### src/sdm_pkg.sv
`timescale 1ns / 1ps
// Shared types, constants and register map for the sigma-delta modulator.
// No dependencies; every other file of the block imports this package.
package sdm_pkg;

    localparam int SAMPLE_W  = 16;
    localparam int WORD_BITS = 16;
    localparam int BIT_IDX_W = $clog2(WORD_BITS);
    localparam int COEF_W    = 21;
    localparam int WPS_W     = 4;
    localparam int APB_DW    = 32;
    localparam int APB_AW    = 5;
    localparam int REG_IDX_W = 3;

    localparam int MAX_WORDS_DEF = 12;
    localparam int FRAC_BITS_DEF = 20;
    localparam int ACC_WIDTH_DEF = 40;

    typedef logic [COEF_W-1:0]    coef_t;
    typedef logic [WPS_W-1:0]     wps_t;
    typedef logic [REG_IDX_W-1:0] reg_idx_t;
    typedef logic [1:0]           fb_t;

    // register indexes (byte address = 4 * index)
    localparam reg_idx_t REG_COEF_INPUT    = 3'd0;
    localparam reg_idx_t REG_COEF_SECOND   = 3'd1;
    localparam reg_idx_t REG_COEF_THIRD    = 3'd2;
    localparam reg_idx_t REG_RESONATOR     = 3'd3;
    localparam reg_idx_t REG_WORDS         = 3'd4;

    localparam coef_t RST_COEF_INPUT  = 21'd121425;
    localparam coef_t RST_COEF_SECOND = 21'd291085;
    localparam coef_t RST_COEF_THIRD  = 21'd1076573;
    localparam coef_t RST_RESONATOR   = 21'd1613;
    localparam wps_t  RST_WORDS       = 4'd3;

    // feedback level codes: two's complement of 0, +1, -1
    localparam fb_t FB_ZERO = 2'b00;
    localparam fb_t FB_POS  = 2'b01;
    localparam fb_t FB_NEG  = 2'b11;

    typedef struct packed {
        coef_t k1;
        coef_t k2;
        coef_t k3;
        coef_t g;
    } coef_set_t;

endpackage

### src/sdm_front.sv
`timescale 1ns / 1ps
// Front end: accepts PCM samples, scales them to the integrator format and
// resolves the word count. Depends on sdm_pkg.
module sdm_front #(
    parameter int MAX_WORDS = sdm_pkg::MAX_WORDS_DEF,
    parameter int FRAC_BITS = sdm_pkg::FRAC_BITS_DEF,
    parameter int WCNT_W    = $clog2(MAX_WORDS + 1)
) (
    input  logic                         s_tvalid,
    output logic                         s_tready,
    input  logic [sdm_pkg::SAMPLE_W-1:0] s_tdata,   // [15:0] pcm_sample
    input  sdm_pkg::wps_t                words_per_sample,
    output logic                         push_valid,
    input  logic                         push_ready,
    output logic signed [FRAC_BITS-1:0]  push_u,
    output logic [WCNT_W-1:0]            push_words
);
    import sdm_pkg::*;

    logic signed [SAMPLE_W-1:0] sample;

    assign sample     = $signed(s_tdata);
    assign s_tready   = push_ready;
    assign push_valid = s_tvalid;

    // scale to FRAC_BITS fraction bits; narrower formats floor
    generate
        if (FRAC_BITS >= SAMPLE_W) begin : g_widen
            assign push_u = FRAC_BITS'(sample) <<< (FRAC_BITS - SAMPLE_W);
        end else begin : g_narrow
            logic signed [SAMPLE_W-1:0] shifted;
            assign shifted = sample >>> (SAMPLE_W - FRAC_BITS);
            assign push_u  = shifted[FRAC_BITS-1:0];
        end
    endgenerate

    // zero acts as one, anything above the limit acts as the limit
    always_comb
    begin
        if (words_per_sample == '0)
        begin
            push_words = WCNT_W'(1);
        end
        else if ({{WCNT_W{1'b0}}, words_per_sample} > (WCNT_W + WPS_W)'(MAX_WORDS))
        begin
            push_words = WCNT_W'(MAX_WORDS);
        end
        else
        begin
            push_words = WCNT_W'(words_per_sample);
        end
    end

endmodule

### src/sdm_queue.sv
`timescale 1ns / 1ps
// Two-entry register queue between the front end and the modulator loop.
// Depends on sdm_pkg.
module sdm_queue #(
    parameter int WIDTH = 24
) (
    input  logic             clk,
    input  logic             rst_n,
    input  logic             wr_valid,
    output logic             wr_ready,
    input  logic [WIDTH-1:0] wr_data,
    output logic             rd_valid,
    input  logic             rd_ready,
    output logic [WIDTH-1:0] rd_data
);
    import sdm_pkg::*;

    localparam int DEPTH = 2;

    logic [WIDTH-1:0] entry_reg [DEPTH];
    logic             wr_ptr_reg, wr_ptr_next;
    logic             rd_ptr_reg, rd_ptr_next;
    logic [1:0]       count_reg, count_next;
    logic             do_wr, do_rd;

    assign wr_ready = (count_reg != 2'(DEPTH));
    assign rd_valid = (count_reg != 2'd0);
    assign rd_data  = entry_reg[rd_ptr_reg];
    assign do_wr    = wr_valid && wr_ready;
    assign do_rd    = rd_valid && rd_ready;

    always_comb
    begin
        wr_ptr_next = do_wr ? ~wr_ptr_reg : wr_ptr_reg;
        rd_ptr_next = do_rd ? ~rd_ptr_reg : rd_ptr_reg;
        count_next  = count_reg + 2'(do_wr) - 2'(do_rd);
    end

    always_ff @(posedge clk or negedge rst_n)
    begin
        if (!rst_n)
        begin
            wr_ptr_reg <= 1'b0;
            rd_ptr_reg <= 1'b0;
            count_reg  <= 2'd0;
        end
        else
        begin
            wr_ptr_reg <= wr_ptr_next;
            rd_ptr_reg <= rd_ptr_next;
            count_reg  <= count_next;
        end
    end

    always_ff @(posedge clk)
    begin
        if (do_wr)
        begin
            entry_reg[wr_ptr_reg] <= wr_data;
        end
    end

endmodule

### src/sdm_loop.sv
`timescale 1ns / 1ps
// Modulator loop: three saturating integrators stepped phase by phase for each bit,
// word assembly and the output register. Depends on sdm_pkg.
module sdm_loop #(
    parameter int MAX_WORDS = sdm_pkg::MAX_WORDS_DEF,
    parameter int FRAC_BITS = sdm_pkg::FRAC_BITS_DEF,
    parameter int ACC_WIDTH = sdm_pkg::ACC_WIDTH_DEF,
    parameter int WCNT_W    = $clog2(MAX_WORDS + 1)
) (
    input  logic                          clk,
    input  logic                          rst_n,
    input  sdm_pkg::coef_set_t            coefs,
    input  logic                          in_valid,
    output logic                          in_ready,
    input  logic signed [FRAC_BITS-1:0]   in_u,
    input  logic [WCNT_W-1:0]             in_words,
    output logic                          out_valid,
    input  logic                          out_ready,
    output logic [sdm_pkg::WORD_BITS-1:0] out_word,
    output logic                          out_last,
    output logic                          out_sat
);
    import sdm_pkg::*;

    localparam int LO_W   = ACC_WIDTH / 2;
    localparam int HI_W   = ACC_WIDTH - LO_W;
    localparam int DIFF_W = FRAC_BITS + 2;
    localparam int K1P_W  = DIFF_W + COEF_W + 1;
    localparam int PLO_W  = LO_W + COEF_W;
    localparam int PHI_W  = HI_W + COEF_W + 1;
    localparam int PW     = ACC_WIDTH + COEF_W + 1;
    localparam int GS_W   = PW - FRAC_BITS;
    localparam int EXT    = ACC_WIDTH + 12;

    localparam logic signed [DIFF_W-1:0] ONE_Q = DIFF_W'(1) <<< FRAC_BITS;
    localparam logic signed [ACC_WIDTH-1:0] ACC_MAX = {1'b0, {(ACC_WIDTH-1){1'b1}}};
    localparam logic signed [ACC_WIDTH-1:0] ACC_MIN = {1'b1, {(ACC_WIDTH-1){1'b0}}};

    localparam logic [1:0] PH_MLO = 2'd0;  // first-stage product, low resonator product
    localparam logic [1:0] PH_MHI = 2'd1;  // high resonator product, integrator one
    localparam logic [1:0] PH_S1  = 2'd2;  // integrator two
    localparam logic [1:0] PH_S2  = 2'd3;  // integrator three, bit decision

    // {clipped, value}
    function automatic logic [ACC_WIDTH:0] clamp(input logic signed [EXT-1:0] t);
        logic [EXT-ACC_WIDTH:0] top;
        top = t[EXT-1:ACC_WIDTH-1];
        if ((&top) || !(|top))
        begin
            return {1'b0, t[ACC_WIDTH-1:0]};
        end
        else if (t[EXT-1])
        begin
            return {1'b1, ACC_MIN};
        end
        else
        begin
            return {1'b1, ACC_MAX};
        end
    endfunction

    logic                        busy_reg, busy_next;
    logic [1:0]                  phase_reg, phase_next;
    logic [BIT_IDX_W-1:0]        bit_reg, bit_next;
    logic [WCNT_W-1:0]           word_reg, word_next;
    logic [WCNT_W-1:0]           words_reg, words_next;
    logic signed [FRAC_BITS-1:0] u_reg, u_next;
    logic signed [ACC_WIDTH-1:0] s0_reg, s0_next;
    logic signed [ACC_WIDTH-1:0] s1_reg, s1_next;
    logic signed [ACC_WIDTH-1:0] s2_reg, s2_next;
    fb_t                         fb_reg, fb_next;
    logic signed [K1P_W-1:0]     k1p_reg, k1p_next;
    logic [PLO_W-1:0]            plo_reg, plo_next;
    logic signed [GS_W-1:0]      gs_reg, gs_next;
    logic [WORD_BITS-1:0]        bits_reg, bits_next;
    logic                        sat_reg, sat_next;
    logic                        out_valid_reg, out_valid_next;
    logic [WORD_BITS-1:0]        out_word_reg, out_word_next;
    logic                        out_last_reg, out_last_next;
    logic                        out_sat_reg, out_sat_next;

    logic signed [DIFF_W-1:0]    diff;
    logic signed [K1P_W-1:0]     k1p_prod;
    logic [PLO_W-1:0]            plo_prod;
    logic signed [PHI_W-1:0]     phi_prod;
    logic signed [PW-1:0]        gs_full;
    logic signed [EXT-1:0]       kv2, kv3, t0, t1, t2;
    logic [ACC_WIDTH:0]          c0, c1, c2;
    logic                        bit_pos, last_bit, stall;

    assign in_ready  = !busy_reg;
    assign out_valid = out_valid_reg;
    assign out_word  = out_word_reg;
    assign out_last  = out_last_reg;
    assign out_sat   = out_sat_reg;

    // datapath
    always_comb
    begin
        case (fb_reg)
            FB_POS:  diff = DIFF_W'(u_reg) - ONE_Q;
            FB_NEG:  diff = DIFF_W'(u_reg) + ONE_Q;
            default: diff = DIFF_W'(u_reg);
        endcase
        case (fb_reg)
            FB_POS:
            begin
                kv2 = EXT'($signed({1'b0, coefs.k2}));
                kv3 = EXT'($signed({1'b0, coefs.k3}));
            end
            FB_NEG:
            begin
                kv2 = -EXT'($signed({1'b0, coefs.k2}));
                kv3 = -EXT'($signed({1'b0, coefs.k3}));
            end
            default:
            begin
                kv2 = '0;
                kv3 = '0;
            end
        endcase
        k1p_prod = diff * $signed({1'b0, coefs.k1});
        plo_prod = s2_reg[LO_W-1:0] * coefs.g;
        phi_prod = $signed(s2_reg[ACC_WIDTH-1:LO_W]) * $signed({1'b0, coefs.g});
        gs_full  = (PW'(phi_prod) <<< LO_W) + $signed(PW'(plo_reg));
        t0 = EXT'(s0_reg) + EXT'($signed(k1p_reg[K1P_W-1:FRAC_BITS]));
        t1 = EXT'(s1_reg) + EXT'(s0_reg) - kv2 - EXT'(gs_reg);
        t2 = EXT'(s2_reg) + EXT'(s1_reg) - kv3;
        c0 = clamp(t0);
        c1 = clamp(t1);
        c2 = clamp(t2);
        bit_pos  = !c2[ACC_WIDTH-1] && (|c2[ACC_WIDTH-1:0]);
        last_bit = (bit_reg == BIT_IDX_W'(WORD_BITS - 1));
    end

    // hold the final step of a word while the output register is still full
    assign stall = busy_reg && (phase_reg == PH_S2) && last_bit && out_valid_reg && !out_ready;

    always_comb
    begin
        busy_next      = busy_reg;
        phase_next     = phase_reg;
        bit_next       = bit_reg;
        word_next      = word_reg;
        words_next     = words_reg;
        u_next         = u_reg;
        s0_next        = s0_reg;
        s1_next        = s1_reg;
        s2_next        = s2_reg;
        fb_next        = fb_reg;
        k1p_next       = k1p_reg;
        plo_next       = plo_reg;
        gs_next        = gs_reg;
        bits_next      = bits_reg;
        sat_next       = sat_reg;
        out_valid_next = out_valid_reg;
        out_word_next  = out_word_reg;
        out_last_next  = out_last_reg;
        out_sat_next   = out_sat_reg;

        if (out_valid_reg && out_ready)
        begin
            out_valid_next = 1'b0;
        end

        if (!busy_reg)
        begin
            if (in_valid)
            begin
                busy_next  = 1'b1;
                phase_next = PH_MLO;
                bit_next   = '0;
                word_next  = '0;
                words_next = in_words;
                u_next     = in_u;
                bits_next  = '0;
                sat_next   = 1'b0;
            end
        end
        else if (!stall)
        begin
            case (phase_reg)
                PH_MLO:
                begin
                    k1p_next   = k1p_prod;
                    plo_next   = plo_prod;
                    phase_next = PH_MHI;
                end
                PH_MHI:
                begin
                    s0_next    = $signed(c0[ACC_WIDTH-1:0]);
                    sat_next   = sat_reg | c0[ACC_WIDTH];
                    gs_next    = gs_full[PW-1:FRAC_BITS];
                    phase_next = PH_S1;
                end
                PH_S1:
                begin
                    s1_next    = $signed(c1[ACC_WIDTH-1:0]);
                    sat_next   = sat_reg | c1[ACC_WIDTH];
                    phase_next = PH_S2;
                end
                PH_S2:
                begin
                    s2_next            = $signed(c2[ACC_WIDTH-1:0]);
                    sat_next           = sat_reg | c2[ACC_WIDTH];
                    fb_next            = bit_pos ? FB_POS : FB_NEG;
                    bits_next[bit_reg] = bit_pos;
                    bit_next           = bit_reg + 1'b1;
                    phase_next         = PH_MLO;
                    if (last_bit)
                    begin
                        out_valid_next = 1'b1;
                        out_word_next  = bits_next;
                        out_last_next  = (word_reg + 1'b1 == words_reg);
                        out_sat_next   = sat_next;
                        bits_next      = '0;
                        sat_next       = 1'b0;
                        word_next      = word_reg + 1'b1;
                        if (word_reg + 1'b1 == words_reg)
                        begin
                            busy_next = 1'b0;
                        end
                    end
                end
                default:
                begin
                    phase_next = PH_MLO;
                end
            endcase
        end
    end

    always_ff @(posedge clk or negedge rst_n)
    begin
        if (!rst_n)
        begin
            busy_reg      <= 1'b0;
            phase_reg     <= PH_MLO;
            bit_reg       <= '0;
            word_reg      <= '0;
            words_reg     <= '0;
            s0_reg        <= '0;
            s1_reg        <= '0;
            s2_reg        <= '0;
            fb_reg        <= FB_ZERO;
            sat_reg       <= 1'b0;
            out_valid_reg <= 1'b0;
        end
        else
        begin
            busy_reg      <= busy_next;
            phase_reg     <= phase_next;
            bit_reg       <= bit_next;
            word_reg      <= word_next;
            words_reg     <= words_next;
            s0_reg        <= s0_next;
            s1_reg        <= s1_next;
            s2_reg        <= s2_next;
            fb_reg        <= fb_next;
            sat_reg       <= sat_next;
            out_valid_reg <= out_valid_next;
        end
    end

    always_ff @(posedge clk)
    begin
        u_reg        <= u_next;
        k1p_reg      <= k1p_next;
        plo_reg      <= plo_next;
        gs_reg       <= gs_next;
        bits_reg     <= bits_next;
        out_word_reg <= out_word_next;
        out_last_reg <= out_last_next;
        out_sat_reg  <= out_sat_next;
    end

endmodule

### src/third_order_sigma_delta_modulator.sv
`timescale 1ns / 1ps
// Third-order sigma-delta modulator: PCM samples in, 16-bit PDM words out.
// Each modulator bit runs through one step sequence that the loop shares: products,
// integrator one, integrator two, integrator three. The loop starts the next
// sample only after the last word of the current one.
// Up to two samples wait in the queue while the loop works.
// Reset (rst_n, async, active low) zeroes the integrators and feedback and
// restores the default coefficients; depends on sdm_pkg and the sdm_* modules.
module third_order_sigma_delta_modulator #(
    parameter int MAX_WORDS = sdm_pkg::MAX_WORDS_DEF,
    parameter int FRAC_BITS = sdm_pkg::FRAC_BITS_DEF,
    parameter int ACC_WIDTH = sdm_pkg::ACC_WIDTH_DEF
) (
    input  logic                          clk,
    input  logic                          rst_n,
    // sample stream
    input  logic                          s_tvalid,
    output logic                          s_tready,
    input  logic [sdm_pkg::SAMPLE_W-1:0]  s_tdata,   // [15:0] pcm_sample
    // PDM word stream
    output logic                          m_tvalid,
    input  logic                          m_tready,
    output logic [sdm_pkg::WORD_BITS-1:0] m_tdata,   // [15:0] pdm_word
    output logic                          m_tlast,   // last_word
    output logic                          m_tuser,   // [0] saturated
    // configuration
    input  logic                          psel,
    input  logic                          penable,
    input  logic                          pwrite,
    input  logic [sdm_pkg::APB_AW-1:0]    paddr,
    input  logic [sdm_pkg::APB_DW-1:0]    pwdata,
    output logic [sdm_pkg::APB_DW-1:0]    prdata,
    output logic                          pready
);
    import sdm_pkg::*;

    localparam int WCNT_W = $clog2(MAX_WORDS + 1);
    localparam int QW     = FRAC_BITS + WCNT_W;

    // configuration registers
    coef_t    coef_input_reg;
    coef_t    coef_second_reg;
    coef_t    coef_third_reg;
    coef_t    resonator_gain_reg;
    wps_t     words_per_sample_reg;
    reg_idx_t reg_idx;
    logic     cfg_write;
    coef_set_t coefs;

    // front to queue
    logic                        push_valid, push_ready;
    logic signed [FRAC_BITS-1:0] push_u;
    logic [WCNT_W-1:0]           push_words;

    // queue to loop
    logic                        pop_valid, pop_ready;
    logic [QW-1:0]               pop_data;

    assign pready    = 1'b1;
    assign reg_idx   = paddr[APB_AW-1:2];
    assign cfg_write = psel && penable && pwrite && pready;

    // take a write transaction in its access cycle; unknown indexes drop
    always_ff @(posedge clk or negedge rst_n)
    begin
        if (!rst_n)
        begin
            coef_input_reg       <= RST_COEF_INPUT;
            coef_second_reg      <= RST_COEF_SECOND;
            coef_third_reg       <= RST_COEF_THIRD;
            resonator_gain_reg   <= RST_RESONATOR;
            words_per_sample_reg <= RST_WORDS;
        end
        else if (cfg_write)
        begin
            case (reg_idx)
                REG_COEF_INPUT:  coef_input_reg       <= pwdata[COEF_W-1:0];
                REG_COEF_SECOND: coef_second_reg      <= pwdata[COEF_W-1:0];
                REG_COEF_THIRD:  coef_third_reg       <= pwdata[COEF_W-1:0];
                REG_RESONATOR:   resonator_gain_reg   <= pwdata[COEF_W-1:0];
                REG_WORDS:       words_per_sample_reg <= pwdata[WPS_W-1:0];
                default:         ;
            endcase
        end
    end

    // read back the addressed register; holes read as zero
    always_comb
    begin
        case (reg_idx)
            REG_COEF_INPUT:  prdata = APB_DW'(coef_input_reg);
            REG_COEF_SECOND: prdata = APB_DW'(coef_second_reg);
            REG_COEF_THIRD:  prdata = APB_DW'(coef_third_reg);
            REG_RESONATOR:   prdata = APB_DW'(resonator_gain_reg);
            REG_WORDS:       prdata = APB_DW'(words_per_sample_reg);
            default:         prdata = '0;
        endcase
    end

    assign coefs.k1 = coef_input_reg;
    assign coefs.k2 = coef_second_reg;
    assign coefs.k3 = coef_third_reg;
    assign coefs.g  = resonator_gain_reg;

    // scale the sample and fix the word count at accept time
    sdm_front #(
        .MAX_WORDS (MAX_WORDS),
        .FRAC_BITS (FRAC_BITS),
        .WCNT_W    (WCNT_W)
    ) u_front (
        .s_tvalid         (s_tvalid),
        .s_tready         (s_tready),
        .s_tdata          (s_tdata),
        .words_per_sample (words_per_sample_reg),
        .push_valid       (push_valid),
        .push_ready       (push_ready),
        .push_u           (push_u),
        .push_words       (push_words)
    );

    // let the front keep taking samples while the loop is busy
    sdm_queue #(
        .WIDTH (QW)
    ) u_queue (
        .clk      (clk),
        .rst_n    (rst_n),
        .wr_valid (push_valid),
        .wr_ready (push_ready),
        .wr_data  ({push_words, push_u}),
        .rd_valid (pop_valid),
        .rd_ready (pop_ready),
        .rd_data  (pop_data)
    );

    // modulator loop with its own output register toward the word stream
    sdm_loop #(
        .MAX_WORDS (MAX_WORDS),
        .FRAC_BITS (FRAC_BITS),
        .ACC_WIDTH (ACC_WIDTH),
        .WCNT_W    (WCNT_W)
    ) u_loop (
        .clk       (clk),
        .rst_n     (rst_n),
        .coefs     (coefs),
        .in_valid  (pop_valid),
        .in_ready  (pop_ready),
        .in_u      ($signed(pop_data[FRAC_BITS-1:0])),
        .in_words  (pop_data[QW-1:FRAC_BITS]),
        .out_valid (m_tvalid),
        .out_ready (m_tready),
        .out_word  (m_tdata),
        .out_last  (m_tlast),
        .out_sat   (m_tuser)
    );

endmodule

### config.mk
export PLATFORM = sky130hd
export DESIGN_NAME = third_order_sigma_delta_modulator
export DESIGN_NICKNAME = d
export VERILOG_FILES = /design/src/sdm_pkg.sv /design/src/sdm_front.sv /design/src/sdm_queue.sv /design/src/sdm_loop.sv /design/src/third_order_sigma_delta_modulator.sv
export SDC_FILE = /design/constraint.sdc
export NUM_CORES = 2
export LEC_CHECK = 0
export BUFFER_PORTS_ARGS = -buffer_cell sky130_fd_sc_hd__buf_2
export CORE_MARGIN = 3
export CORE_UTILIZATION = 43
export DETAILED_ROUTE_END_ITERATION = 10
export GPL_TIMING_DRIVEN = 0
export PLACE_DENSITY_LB_ADDON = 0.1
export SETUP_SLACK_MARGIN = 0.4
export SKIP_CTS_REPAIR_TIMING = 1
export SYNTH_ARGS = -nofsm -noshare
export SYNTH_HDL_FRONTEND = slang
export SYNTH_SLANG_ARGS = --single-unit
### constraint.sdc
create_clock -name clk -period 16.3 [get_ports clk]
set_clock_uncertainty 0.2 [all_clocks]
set_input_delay 0.815 -clock clk [delete_from_list [all_inputs] [get_ports clk]]
set_output_delay 0.815 -clock clk [all_outputs]
set_load 0.02 [all_outputs]
==> reports/results.txt <==
Vias per cell: 5.56
WL per Instance: 24.4 um
Final core utilization: 46.5%
Core area: 170000 sq um
Routed vias: 59.5k
RR Startpoint: resonator_gain_reg[0]$_DFFE_PN1P_
Final Max Slew Viols: 13
H-tree Lvls: 2
Register-to-Register Path Depth: 26
Port buffer count: 86
Worst-Skew Late Latency: 690 ps
Metal3 WL: 19500 um
Hold Path Class: in -> reg
CTS buffer count: 49
First-pass GRT wire length: 387000 um
Number of synthesized flops with an enable pin: 177
CP startpoint: resonator_gain_reg[0]$_DFFE_PN1P_
Pre-CTS WS: 5240 ps
Initial Util: 43.5%
Vias in the first global route: 59.8k
Synthesized instance count: 8257
DR pass1 iterations: 6
Final WS setup: 5100 ps
Worst-Margin Slew: 1550 ps
Worst hold endpoint: u_queue.entry_reg[0][9]$_DFFE_PP_
Die ar.: 177000 sq um
Period minus WS final: 11200 ps
Outcome: complete, but fails checks
Nets@finish: 10.3k
Highest metal layer with signal wires: met5
Crit. End Element: register
Met2 WL: 115000 um
Fin crit share: 68.7%
WP data required: 16560 ps
Die height: 421 um
R2r endpoint: u_loop.plo_reg[40]$_DFFE_PP_
Num rows: 151
Worst-path fanout max: 10
Critical Path Start Type: register
Setup TNS: 0 ps
Worst path arrival time: 11460 ps
R2R Setup Slk: 5100 ps
Hold Vio Cnt, Final: 0
Warnings, synthesis: 0
Filler cells: 16.8k
Final wirelength: 261000 um
Max FFs per register: 42
Peak Freq: 89.3 MHz
Drt drc: 0
Slew HR: -3.16%
Hold Path Depth: 1
Max capacitance violation total: 1
Placed cells: 10.6k
GRT overflow: 0
Starting DRC count in detailed routing: 4710
Failing checks: max-capacitance violations, max-slew violations
Kind of critical path: reg -> reg
Antenna violations before repair: 31
Post-synthesis register bit count: 408
CTS root buffer: clkbuf_16
Num ports: 113
Syn Area/Cell: 8.95 sq um
Distinct cells, synth: 92
Routed Antenna Nets: 0
Area Growth Syn to Fin: 6.91%
Unrepaired setup endpoints after global routing: false
Async SR Flop Fraction: 56.6%
Detailed Place HPWL: 218000 um
Clk buf depth: 3
Die X-Extent: 421 um
Placer Congestion: 0.982
Share of layout cells above drive strength 1: 4.61%
Largest net degree at the start of global routing: 118
CTS tree: done
Gr usage total: 29.6%
Hold Startpoint: s_tdata[9]
Synthesized area: 73900 sq um
Final setup violation count: 0
Worst-path clk slew: 70 ps
Seq/Total Area, Yosys: 15.1%
Clk sink count: 408
Predominant post-synthesis flop cell: dfrtp_1
Met1 WL: 116000 um
Cell Count, Final, Fillers Out: 10.7k
==> per-layer routing <==
metal | vias to the layer above | global-route usage [%]
li1 | 26788 | -
met1 | 30165 | 42.1
met2 | 2133 | 45.9
met3 | 372 | 4.91
met4 | 4 | 9.76
met5 | - | 0
==> metrics by stage <==
stage	hold WS (ps)	instance area [sq um]
after floorplan	257	74000
after global placement	277	77200
after detailed placement	289	77300
after CTS	-262	78900
after global routing	89.1	79000
final	112	79000
==> cell families after synthesis <==
family | Yosys count | synth area share, %
compound gates | 1313 | 11.4
other cells | 2 | 0.0102
simple gates | 2382 | 15.5
mux | 115 | 1.73
flops | 408 | 15.1
buf+inv | 1841 | 9.49
xor+xnor | 364 | 4.33
fa+ha+maj | 1832 | 42.5
==> worst max-delay path by stage <==
stage / end / cells after the start / slack, ps
6_report: u_loop.plo_reg[40]$_DFFE_PP_ / 26 / 5100
3_5_place_dp: u_loop.plo_reg[40]$_DFFE_PP_ / 26 / 5240
3_3_place_gp: u_loop.plo_reg[40]$_DFFE_PP_ / 26 / 5180
2_1_floorplan: u_loop.gs_reg[41]$_DFFE_PP_ / 30 / 7960
4_1_cts: u_loop.plo_reg[40]$_DFFE_PP_ / 26 / 5190
5_1_grt: u_loop.plo_reg[40]$_DFFE_PP_ / 26 / 4550
==> placed cells by master, fill, tap and decap left out, types with 36 or more instances in the layout <==
master	instances
o21ai_0	270
dfstp_2	36
fa_1	1133
nor3_1	76
o211ai_1	36
buf_2	93
nand2b_1	54
nand2_1	1029
nor2_1	304
nand3_1	104
edfxtp_1	177
o21bai_1	70
nand4_1	51
mux2_2	105
and2_1	568
clkbuf_16	51
xor2_1	132
or3_1	38
o31ai_1	42
xnor2_1	231
a21oi_1	377
a211oi_1	41
dfrtp_1	195
a21o_1	151
ha_1	688
inv_1	1434
o21a_1	45
clkbuf_1	371
==> cells in the mapped netlist (16+ instances only) <==
cell	instances	share of area [%]
dfstp_2	36	1.3
nand2b_1	54	0.46
nand2_1	1029	5.2
nand4_1	51	0.43
ha_1	688	12
o21ai_0	270	1.8
xnor2_1	231	2.7
nand3_1	104	0.70
edfxtp_1	177	7.2
a21o_1	151	1.5
o21a_1	45	0.46
and3_1	35	0.30
a31o_2	16	0.19
o31ai_1	42	0.43
xor2_1	132	1.6
a31oi_1	28	0.24
and2_1	569	4.8
o211ai_1	36	0.37
or3_1	38	0.32
nor2b_1	35	0.30
dfrtp_1	195	6.6
fa_1	1133	31
o21bai_1	70	0.71
a2111oi_0	17	0.20
nor2_1	305	1.5
inv_1	1434	7.3
a22o_1	22	0.26
buf_4	18	0.18
nor4_1	21	0.18
a211oi_1	41	0.42
nor3_1	77	0.52
o22ai_1	21	0.18
mux2_2	105	1.6
clkbuf_1	364	1.8
a21oi_1	377	2.6
a221o_1	22	0.30
o21ai_1	16	0.11
a21boi_0	21	0.21
==> critical path, stage by stage, from the launching register on <==
cell and delay [ps]:
dfstp_2 680, clkbuf_1 860, clkbuf_1 1020, nand2_1 160, fa_1 400, inv_1 70
ha_1 160, inv_1 60, fa_1 460, fa_1 540, inv_1 50, fa_1 460
fa_1 510, fa_1 410, ha_1 300, a21o_1 170, a211o_1 340, a2111oi_0 450
o21a_1 410, o21ai_0 320, a41oi_1 470, o211ai_1 270, a2111oi_0 1030, o21ai_0 390
a21oi_1 330, o21bai_1 120, xnor2_1 280
==> area by class of cell <==
class	instances	area, sq um	area share, %
Clock inverter	25	256	0.325
Timing Repair Buffer	94	583	0.738
Antenna cell	17	42.5	0.0538
Multi-Input combinational cell	6018	55800	70.6
Tap cell	2218	2780	3.51
Buffer	405	1640	2.07
Clock buffer	67	1380	1.75
Inverter	1436	5390	6.82
Sequential cell	408	11100	14.1
Power is left out: the tool's default activity adds up to more than one toggle a clock period on the data nets, which glitch-free logic cannot reach.
